### src/design/awm_pkg.sv
// Shared constants, types and helpers for the anagram window matcher.
package awm_pkg;

    localparam int ALPHABET_SIZE = 26;
    localparam int MAX_PATTERN   = 64;
    localparam int POSITION_BITS = 20;
    localparam int LETTER_W      = 5;
    localparam int COUNT_W       = $clog2(MAX_PATTERN + 2);
    localparam int PTR_W         = $clog2(MAX_PATTERN);

    typedef enum logic [1:0] {
        OP_CLEAR   = 2'd0,
        OP_PATTERN = 2'd1,
        OP_TEXT    = 2'd2
    } op_t;

    typedef logic [LETTER_W-1:0]      letter_t;
    typedef logic [COUNT_W-1:0]       count_t;
    typedef logic [PTR_W-1:0]         ptr_t;
    typedef logic [POSITION_BITS-1:0] pos_t;

    typedef struct packed {
        logic    clear;
        logic    pat_add;
        logic    txt_add;
        logic    retire;
        letter_t letter;
        letter_t old;
    } hist_cmd_t;

    typedef struct packed {
        logic match_inc;
        logic match_dec;
    } hist_flags_t;

    function automatic ptr_t ring_next(input ptr_t p);
        ptr_t r;
        if (p == ptr_t'(MAX_PATTERN - 1))
        begin
            r = '0;
        end
        else
        begin
            r = p + ptr_t'(1);
        end
        return r;
    endfunction

endpackage

### src/design/awm_hist.sv
// Per-letter cells holding the needed and window histograms.
module awm_hist (
    input  logic                clk,
    input  logic                rst_n,
    input  awm_pkg::hist_cmd_t  cmd,
    output awm_pkg::hist_flags_t flags
);
    import awm_pkg::*;

    count_t                   need_reg [ALPHABET_SIZE];
    count_t                   win_reg  [ALPHABET_SIZE];
    logic [ALPHABET_SIZE-1:0] inc_vec;
    logic [ALPHABET_SIZE-1:0] dec_vec;

    for (genvar i = 0; i < ALPHABET_SIZE; i++)
    begin : g_cell
        logic   sel_l;
        logic   sel_o;
        logic   rdec;
        count_t need_inc;
        count_t wnew;
        count_t need_next;
        count_t win_next;

        always_comb
        begin
            sel_l      = (cmd.letter == letter_t'(i));
            sel_o      = (cmd.old == letter_t'(i));
            need_inc   = need_reg[i] + count_t'(1);
            wnew       = win_reg[i] + count_t'(cmd.txt_add && sel_l);
            rdec       = cmd.retire && sel_o && (wnew != '0);
            inc_vec[i] = (cmd.pat_add && sel_l && (win_reg[i] >= need_inc))
                       || (cmd.txt_add && sel_l && (wnew <= need_reg[i]));
            dec_vec[i] = rdec && (wnew <= need_reg[i]);
            if (cmd.clear)
            begin
                need_next = '0;
                win_next  = '0;
            end
            else
            begin
                need_next = (cmd.pat_add && sel_l) ? need_inc : need_reg[i];
                win_next  = rdec ? (wnew - count_t'(1)) : wnew;
            end
        end

        always_ff @(posedge clk or negedge rst_n)
        begin
            if (!rst_n)
            begin
                need_reg[i] <= '0;
                win_reg[i]  <= '0;
            end
            else
            begin
                need_reg[i] <= need_next;
                win_reg[i]  <= win_next;
            end
        end
    end

    assign flags.match_inc = |inc_vec;
    assign flags.match_dec = |dec_vec;

endmodule

### src/design/awm_ring.sv
// Ring store of recent text letters with a prefetched oldest entry.
module awm_ring (
    input  logic             clk,
    input  logic             rst_n,
    input  logic             clear,
    input  logic             push,
    input  logic             pop,
    input  awm_pkg::letter_t letter,
    output awm_pkg::letter_t head
);
    import awm_pkg::*;

    letter_t mem [MAX_PATTERN];
    ptr_t    wr_reg;
    ptr_t    rd_reg;
    ptr_t    wr_next;
    ptr_t    rd_next;
    letter_t head_reg;

    always_comb
    begin
        if (clear)
        begin
            wr_next = '0;
            rd_next = '0;
        end
        else
        begin
            wr_next = push ? ring_next(wr_reg) : wr_reg;
            rd_next = pop ? ring_next(rd_reg) : rd_reg;
        end
    end

    always_ff @(posedge clk or negedge rst_n)
    begin
        if (!rst_n)
        begin
            wr_reg <= '0;
            rd_reg <= '0;
        end
        else
        begin
            wr_reg <= wr_next;
            rd_reg <= rd_next;
        end
    end

    // forward the word being written when it becomes the oldest entry
    always_ff @(posedge clk)
    begin
        if (push)
        begin
            mem[wr_reg] <= letter;
        end
        head_reg <= (push && (wr_reg == rd_next)) ? letter : mem[rd_next];
    end

    assign head = head_reg;

endmodule

### src/design/anagram_window_matcher_unit.sv
// Sliding-window anagram search: input register, window update, result register.
// An accepted word waits in the input register until the output register is free; its
// result is presented from the output register. Throughput: one word per cycle unless
// m_tready stalls the output; the histogram cells and ring update in a single pass.
// Reset: asynchronous active-low reset empties all histograms, counters and positions.
// The ring memory holds no reset; a clear word rewinds its pointers.
module anagram_window_matcher_unit (
    input  logic        clk,
    input  logic        rst_n,
    input  logic        s_tvalid,
    output logic        s_tready,
    input  logic [7:0]  s_tdata,   // [4:0] letter, [7:5] zero
    input  logic [1:0]  s_tuser,   // [1:0] op
    output logic        m_tvalid,
    input  logic        m_tready,
    output logic [23:0] m_tdata    // [19:0] start_index, [23:20] zero
);
    import awm_pkg::*;

    logic        in_valid_reg;
    op_t         in_op_reg;
    letter_t     in_letter_reg;
    logic        out_valid_reg;
    pos_t        out_index_reg;

    count_t      plen_reg;
    count_t      plen_next;
    count_t      matched_reg;
    count_t      matched_next;
    count_t      matched_mid;
    count_t      size_reg;
    count_t      size_next;
    pos_t        tpos_reg;
    pos_t        tpos_next;
    pos_t        wstart_reg;
    pos_t        wstart_next;

    logic        advance;
    logic        accept;
    logic        is_clear;
    logic        pat_ok;
    logic        is_text;
    logic        text_live;
    logic        retire;
    logic        hit;
    letter_t     old_letter;
    hist_cmd_t   cmd;
    hist_flags_t flags;

    assign advance  = in_valid_reg && (!out_valid_reg || m_tready);
    assign s_tready = !in_valid_reg || advance;
    assign accept   = s_tvalid && s_tready;

    always_comb
    begin
        is_clear  = 1'b0;
        pat_ok    = 1'b0;
        is_text   = 1'b0;
        unique case (in_op_reg)
            OP_CLEAR:   is_clear = advance;
            OP_PATTERN: pat_ok   = advance && (plen_reg < count_t'(MAX_PATTERN))
                                 && (in_letter_reg < letter_t'(ALPHABET_SIZE));
            OP_TEXT:    is_text  = advance;
            default:    ;
        endcase
        text_live = is_text && (plen_reg != '0);
        retire    = text_live && (size_reg >= plen_reg);
    end

    always_comb
    begin
        cmd.clear   = is_clear;
        cmd.pat_add = pat_ok;
        cmd.txt_add = text_live;
        cmd.retire  = retire;
        cmd.letter  = in_letter_reg;
        cmd.old     = old_letter;
    end

    awm_hist u_hist (
        .clk   (clk),
        .rst_n (rst_n),
        .cmd   (cmd),
        .flags (flags)
    );

    awm_ring u_ring (
        .clk    (clk),
        .rst_n  (rst_n),
        .clear  (is_clear),
        .push   (text_live),
        .pop    (retire),
        .letter (in_letter_reg),
        .head   (old_letter)
    );

    always_comb
    begin
        matched_mid  = matched_reg + count_t'(flags.match_inc);
        matched_next = matched_mid
                     - count_t'(flags.match_dec && (matched_mid != '0));
        plen_next    = plen_reg + count_t'(pat_ok);
        size_next    = size_reg;
        tpos_next    = tpos_reg;
        wstart_next  = wstart_reg;
        if (is_text)
        begin
            tpos_next = tpos_reg + pos_t'(1);
            if (!text_live)
            begin
                wstart_next = tpos_next;
            end
            else
            begin
                size_next = size_reg + count_t'(1) - count_t'(retire);
                if (retire)
                begin
                    wstart_next = wstart_reg + pos_t'(1);
                end
            end
        end
        hit = text_live && (matched_next == plen_reg);
    end

    always_ff @(posedge clk or negedge rst_n)
    begin
        if (!rst_n)
        begin
            in_valid_reg  <= 1'b0;
            out_valid_reg <= 1'b0;
            plen_reg      <= '0;
            matched_reg   <= '0;
            size_reg      <= '0;
            tpos_reg      <= '0;
            wstart_reg    <= '0;
        end
        else
        begin
            if (accept)
            begin
                in_valid_reg <= 1'b1;
            end
            else if (advance)
            begin
                in_valid_reg <= 1'b0;
            end

            if (advance)
            begin
                out_valid_reg <= hit;
            end
            else if (m_tready)
            begin
                out_valid_reg <= 1'b0;
            end

            if (is_clear)
            begin
                plen_reg    <= '0;
                matched_reg <= '0;
                size_reg    <= '0;
                tpos_reg    <= '0;
                wstart_reg  <= '0;
            end
            else
            begin
                plen_reg    <= plen_next;
                matched_reg <= matched_next;
                size_reg    <= size_next;
                tpos_reg    <= tpos_next;
                wstart_reg  <= wstart_next;
            end
        end
    end

    always_ff @(posedge clk)
    begin
        if (accept)
        begin
            in_op_reg     <= op_t'(s_tuser);
            in_letter_reg <= s_tdata[LETTER_W-1:0];
        end
        if (advance)
        begin
            out_index_reg <= wstart_next;
        end
    end

    assign m_tvalid = out_valid_reg;
    assign m_tdata  = {4'b0000, out_index_reg};

endmodule

### config.mk
export PLATFORM = sky130hd
export DESIGN_NAME = anagram_window_matcher_unit
export DESIGN_NICKNAME = d
export VERILOG_FILES = /design/src/design/awm_pkg.sv /design/src/design/awm_hist.sv /design/src/design/awm_ring.sv /design/src/design/anagram_window_matcher_unit.sv
export SDC_FILE = /design/constraint.sdc
export NUM_CORES = 2
export LEC_CHECK = 0
export BUFFER_PORTS_ARGS = -buffer_cell sky130_fd_sc_hd__buf_2
export CORE_MARGIN = 2
export CORE_UTILIZATION = 25
export DETAILED_ROUTE_END_ITERATION = 10
export PLACE_DENSITY_LB_ADDON = 0.1
export RECOVER_POWER = 50
export SLEW_MARGIN = 10
export SYNTH_ARGS = -nofsm -noshare
export SYNTH_HDL_FRONTEND = slang
export SYNTH_HIERARCHICAL = 1
export SYNTH_SLANG_ARGS = --single-unit
export TNS_END_PERCENT = 1
### constraint.sdc
create_clock -name clk -period 10.17 [get_ports clk]
set_input_delay 2.034 -clock clk [delete_from_list [all_inputs] [get_ports clk]]
set_output_delay 2.034 -clock clk [all_outputs]
set_load 0.005 [all_outputs]
=== Yosys cells after proc, flatten, opt, wreduce, memory -nomap -nowiden ===
Memory sizes are Yosys's and may differ from the RTL's. A register that Yosys moved wholly into a read port is not among the register bits.
Index checks and enable logic that the tools add are counted.

* Mux-type cells: 130
* Order comparisons: 55
* Add/sub/neg operators: 87
* Reductions and logical operators: 284
* Eq/ne operators: 55

{| class="wikitable"
|+ Operators with widths
! operator !! number
|-
| $mux W7 || 109
|-
| $add A7 B1 Y7 || 28
|-
| $reduce_bool A7 Y1 || 28
|-
| $logic_and A1 B1 Y1 || 190
|-
| $add A7 B1 Y7 const B || 27
|-
| $ge A7 B7 Y1 || 27
|-
| $le A7 B7 Y1 || 26
|-
| $sub A7 B1 Y7 const B || 26
|-
| $mux W20 || 6
|-
| $eq A5 B5 Y1 const B || 20
|-
| $eq A5 B4 Y1 const B || 16
|-
| $reduce_bool A2 Y1 || 30
|-
| $reduce_or A26 Y1 || 2
|-
| $add A20 B1 Y20 const B || 2
|-
| $eq A5 B3 Y1 const B || 8
|-
| $mux W6 || 6
|-
| $logic_or A1 B1 Y1 || 28
|-
| $eq A5 B2 Y1 const B || 4
|-
| $sub A7 B1 Y7 || 2
|-
| $add A6 B1 Y6 const B || 2
|-
| $eq A6 B6 Y1 const B || 2
|-
| $eq A5 B1 Y1 const B || 2
|-
| $logic_not A5 Y1 || 2
|-
| $mux W1 || 9
|-
| other kinds (8) || 9
|}

* Word-level logic and storage cells: 676
* Input port bits: 14
* Flip-flop bits (word level): 466
* Memory bits (writable): 320
* Memories kept: 1
* Output and inout port bits: 26

{| class="wikitable"
|+ Memory list
! memory !! words !! bits a word !! read ports !! clocked after Yosys merged registers in !! write ports !! line !! source
|-
| u_ring.mem || 64 || 5 || 1 || 1 || 1 || awm_ring.sv:13 || <nowiki>letter_t mem [MAX_PATTERN];</nowiki>
|}

=== Logic depth before layout (Yosys ltp) ===
* Word-level depth: 18
* Gate-level depth with buffers: 40
* Depth with buffers taken out: 36

=== Cells and area by module ===
The synthesis kept the hierarchy.

{| class="wikitable"
|+ By module, submodules not included
! module !! area each (µm²) !! times used !! seq. area each (µm²) !! cells an instance
|-
| awm_hist || 31,346.3 || 1 || 9,108.7 || 3,653
|-
| awm_ring || 13,339.0 || 1 || 10,029.6 || 686
|-
| anagram_window_matcher_unit || 5,462.7 || 1 || 2,387.3 || 582
|}

=== Least setup slack after synthesis ===
OpenSTA, ideal clock, no wires.

* Path type: input to register
* Start point: input m_tready
* End point: register out_valid_reg (netlist: m_tvalid)
* Cell stages on the path: 38
* Setup slack: 1,911 ps
* Data required time: 10,087 ps
* Data arrival time: 8,177 ps
* Cells stage by stage: nand2b_1 -> and3_1 -> clkbuf_1 -> nand2_1 -> inv_1 -> buf_2 -> nand3b_1 -> clkbuf_1 -> nor2_1 -> ha_1 -> ha_1 -> nand3_1 -> nor2_1 -> xnor2_1 -> inv_1 -> ha_1 -> nand4_1 -> o21bai_1 -> [2 not listed] -> a2111o_1 -> nor4b_1 -> nand4_1 -> ha_1 -> ha_1 -> and2_1 -> a21oi_1 -> nor4_1 -> o21ai_0 -> o31a_1 -> ha_1 -> ha_1 -> nand3b_1 -> o2bb2ai_1 -> xor2_1 -> nor2_1 -> nand3b_1 -> o21ai_0

{| class="wikitable"
|+ RTL lines
! element !! line !! source
|-
| from (decl) || anagram_window_matcher_unit.sv:15 || <nowiki>input logic m_tready,</nowiki>
|-
| to (signal assigned) || anagram_window_matcher_unit.sv:150 || <nowiki>out_valid_reg <= hit;</nowiki>
|-
| to (decl) || anagram_window_matcher_unit.sv:23 || <nowiki>logic out_valid_reg;</nowiki>
|}

==> impl_metrics.env <==
export IMPL_numCtsBuffers=106
export IMPL_die_w_um=451.9
export IMPL_grt_max_degree=169
export IMPL_drtAntennaViolNets=0
export IMPL_io_pins=40
export IMPL_grt_usage=0.1450
export IMPL_fmaxAchievable_ghz=0.1080
export IMPL_vias_per_cell=4.637
export IMPL_ir_drop_v=0.0001522
export IMPL_n_fill_cell=21010
export IMPL_switching_share=0.2908
export IMPL_mostFrequentLayoutCells="nor2_1 (526), ha_1 (519), dfrtp_1 (439)"
export IMPL_largest_reg_flops=320
export IMPL_period_needed_ns=9.258
export IMPL_syn_to_final_growth_pct=14.02
export IMPL_h_tree_depth=3
export IMPL_final_util=0.2867
export IMPL_synthCells=4921
export IMPL_clk_pin_slew_worst_paths_ns=0.06
export IMPL_final_common_cell="nor2_1"
export IMPL_seqPwrFrac=0.413
export IMPL_final_hold_violation_count=0
export IMPL_status="finished with violations"
export IMPL_p_per_area_nw_per_um2=150.8
export IMPL_routabilityCongestion=0.7998
export IMPL_worstPathMaxFanout=5
export IMPL_cp_top_family="simple AND/OR/NAND/NOR gates"
export IMPL_core_area_um2=199500
export IMPL_violations="capacitance limit, slew limit"
export IMPL_crit_required_ns=10.85
export IMPL_cp_arrival_ns=9.93
export IMPL_path_class="in2reg"
export IMPL_yosys_area_top_type_share=0.2191
export IMPL_synth_area_um2=50150
export IMPL_cp_common_cell="ha_1"
export IMPL_power_frac_comb=0.146
export IMPL_end_kind="register"
export IMPL_cpMaxStageDelayCell="nor2_1"
export IMPL_route_detailed_drc=0
export IMPL_drv_slew=449
export IMPL_netlist_top_cells_area="dfrtp_1 (22%), edfxtp_1 (21%), ha_1 (13%)"
export IMPL_p_leak_nw=22.97
export IMPL_synth_edf_count=347
export IMPL_hold_buffers=0
export IMPL_max_stage_delay_ns=0.53
export IMPL_setup_viol=0
export IMPL_async_flop_share=0.5543
export IMPL_grt_pass1_wl_um=229200
export IMPL_post_route_period_util=0.9103
export IMPL_postSynthAreaPerCell_um2=10.19
export IMPL_cts_sinks=792
export IMPL_relSlewSlack=-2.890
export IMPL_ctsResizeCount=0
export IMPL_p_clk_frac=0.442
export IMPL_drt_pre_antenna_iters=7
export IMPL_tightest_slew_ns=5.835
export IMPL_final_layout_size_suffix_gt1_frac=0.08233
export IMPL_yosys_cell_types_count=102
export IMPL_dr_total_vias=35920
export IMPL_avgRoutedWirePerCell_um=18.98
export IMPL_final_seq_area_um2=21530
export IMPL_antenna_found_initial=5
export IMPL_dieArea_um2=204200
export IMPL_fin_skew_ns=0.04774
export IMPL_clkLatencyLatePin_ns=0.76
export IMPL_yosys_warnings=6
export IMPL_rsz0062_at_grt="false"
export IMPL_hpwl_um=105000
export IMPL_hold_class="reg2reg"
export IMPL_drt_initial_drc_count=1876
export IMPL_row_count=164
export IMPL_grt_pass1_vias=37020
export IMPL_cts_tree="yes"
export IMPL_root_buffer="clkbuf_16"
export IMPL_clock_path_buffers=3
export IMPL_power_switching_mw=2.508
export IMPL_ys_seq_elements=792
export IMPL_post_synth_top_area_cell="dfrtp_1"
export IMPL_drt_total_wl_um=147000
export IMPL_cp_num_buf_inv=6
export IMPL_totalNegativeSetupSlack_ns=0
export IMPL_overflow=0
export IMPL_start_util=0.2514
export IMPL_p_int_mw=6.116
export IMPL_synth_seq_area_share=0.4292
export IMPL_synth_ff_type="dfrtp_1"
export IMPL_multi_input_area_um2=26600
export IMPL_start_kind="primary input"
export IMPL_fin_nets=5529
export IMPL_drv_cap=9
export IMPL_cts_setup_buffers=0
export IMPL_die_y_um=451.9
export IMPL_io_buffers=32
logic make-up after synthesis:
group                      after synthesis  share of synthesized area
xor gates and xnor gates               540                    0.09461
AOI/OAI and AO/OA                      799                     0.1048
DFF                                    792                     0.4292
muxes                                  114                    0.04237
and+or+nand+nor                       1634                     0.1587
adders and majority gates              519                     0.1295
other                                    1                 0.00007478
buffers and inverters                  522                    0.04077
power groups by stage:
stage                     Clock [mW]  Sequential, mW  Combinational [mW]
after global routing            4.10            3.57                1.38
after floorplan                    0            3.55               0.848
final                           3.81            3.56                1.26
after CTS                       3.98            3.56                1.30
after global placement             0            3.62                1.29
after detailed placement           0            3.62                1.29
synthesized netlist by cell type, drive strengths merged (35+ instances only):
| cell type | number |
|---|---|
| a21o | 53 |
| a211oi | 67 |
| and2 | 35 |
| nor2b | 45 |
| nand4 | 68 |
| nand2 | 266 |
| nand2b | 49 |
| a21oi | 236 |
| nor3 | 134 |
| xor2 | 120 |
| dfrtp | 439 |
| mux4 | 78 |
| or3 | 100 |
| inv | 370 |
| and3 | 44 |
| nor2 | 529 |
| o22ai | 46 |
| xnor2 | 420 |
| o21ai | 165 |
| ha | 519 |
| edfxtp | 347 |
| nand3 | 270 |
| clkbuf | 119 |
through the flow:
step | area, µm² | power [mW] | hold slack [ns] | worst slack, ns | cells
floorplan | 50160 | 4.396 | 0.4551 | 1.911 | 4924
global placement | 53710 | 4.915 | 0.4719 | 0.08639 | 7544
detailed placement | 53710 | 4.912 | 0.4799 | 0.08978 | 7544
CTS | 57270 | 8.846 | 0.4937 | 0.9044 | 7745
global route | 57180 | 9.055 | 0.5228 | 0.1324 | 7746
finish | 57180 | 8.624 | 0.4971 | 0.9125 | 7747
worst min-delay path, delay by kind of cell (launching register included):
kind          cells  cell delay (ns)
flops             1             0.36
simple gates      2             0.11
routing by layer:
| layer | wire length, µm | share of wire | vias to the layer above | GRT usage |
|---|---|---|---|---|
| li1 | - | - | 17770 | - |
| met1 | 74010 | 0.50 | 17550 | 0.2081 |
| met2 | 65040 | 0.44 | 433 | 0.2268 |
| met3 | 4266 | 0.029 | 166 | 0.01638 |
| met4 | 3716 | 0.025 | 0 | 0.04583 |
| met5 | 0 | 0 | - | 0 |
path summary, 6_finish.rpt:
kind                                   from            endpoint  slack, ns  cells past startpoint
min reg2reg                     tpos_reg[1]         tpos_reg[1]       0.50                      2
max reg2reg                in_letter_reg[1]            m_tvalid       0.97                     30
max                                m_tready            m_tvalid       0.91                     39
max in group asynchronous             rst_n      wstart_reg[12]       1.89                      3
min in group asynchronous             rst_n  u_hist/win_reg[89]       3.44                      1
min                             tpos_reg[1]         tpos_reg[1]       0.50                      2
final cells by class:
type                            instances  share of cell area
Multi-Input combinational cell       3610              0.4653
Sequential cell                       792              0.3766
Tap cell                             2656             0.05812
Clock buffer                          154             0.05341
Inverter                              370             0.02429
Timing Repair Buffer                  116             0.01333
Clock inverter                         47            0.008906
Antenna cell                            2          0.00008753
No activity file was read; power rests on OpenSTA's default activity.
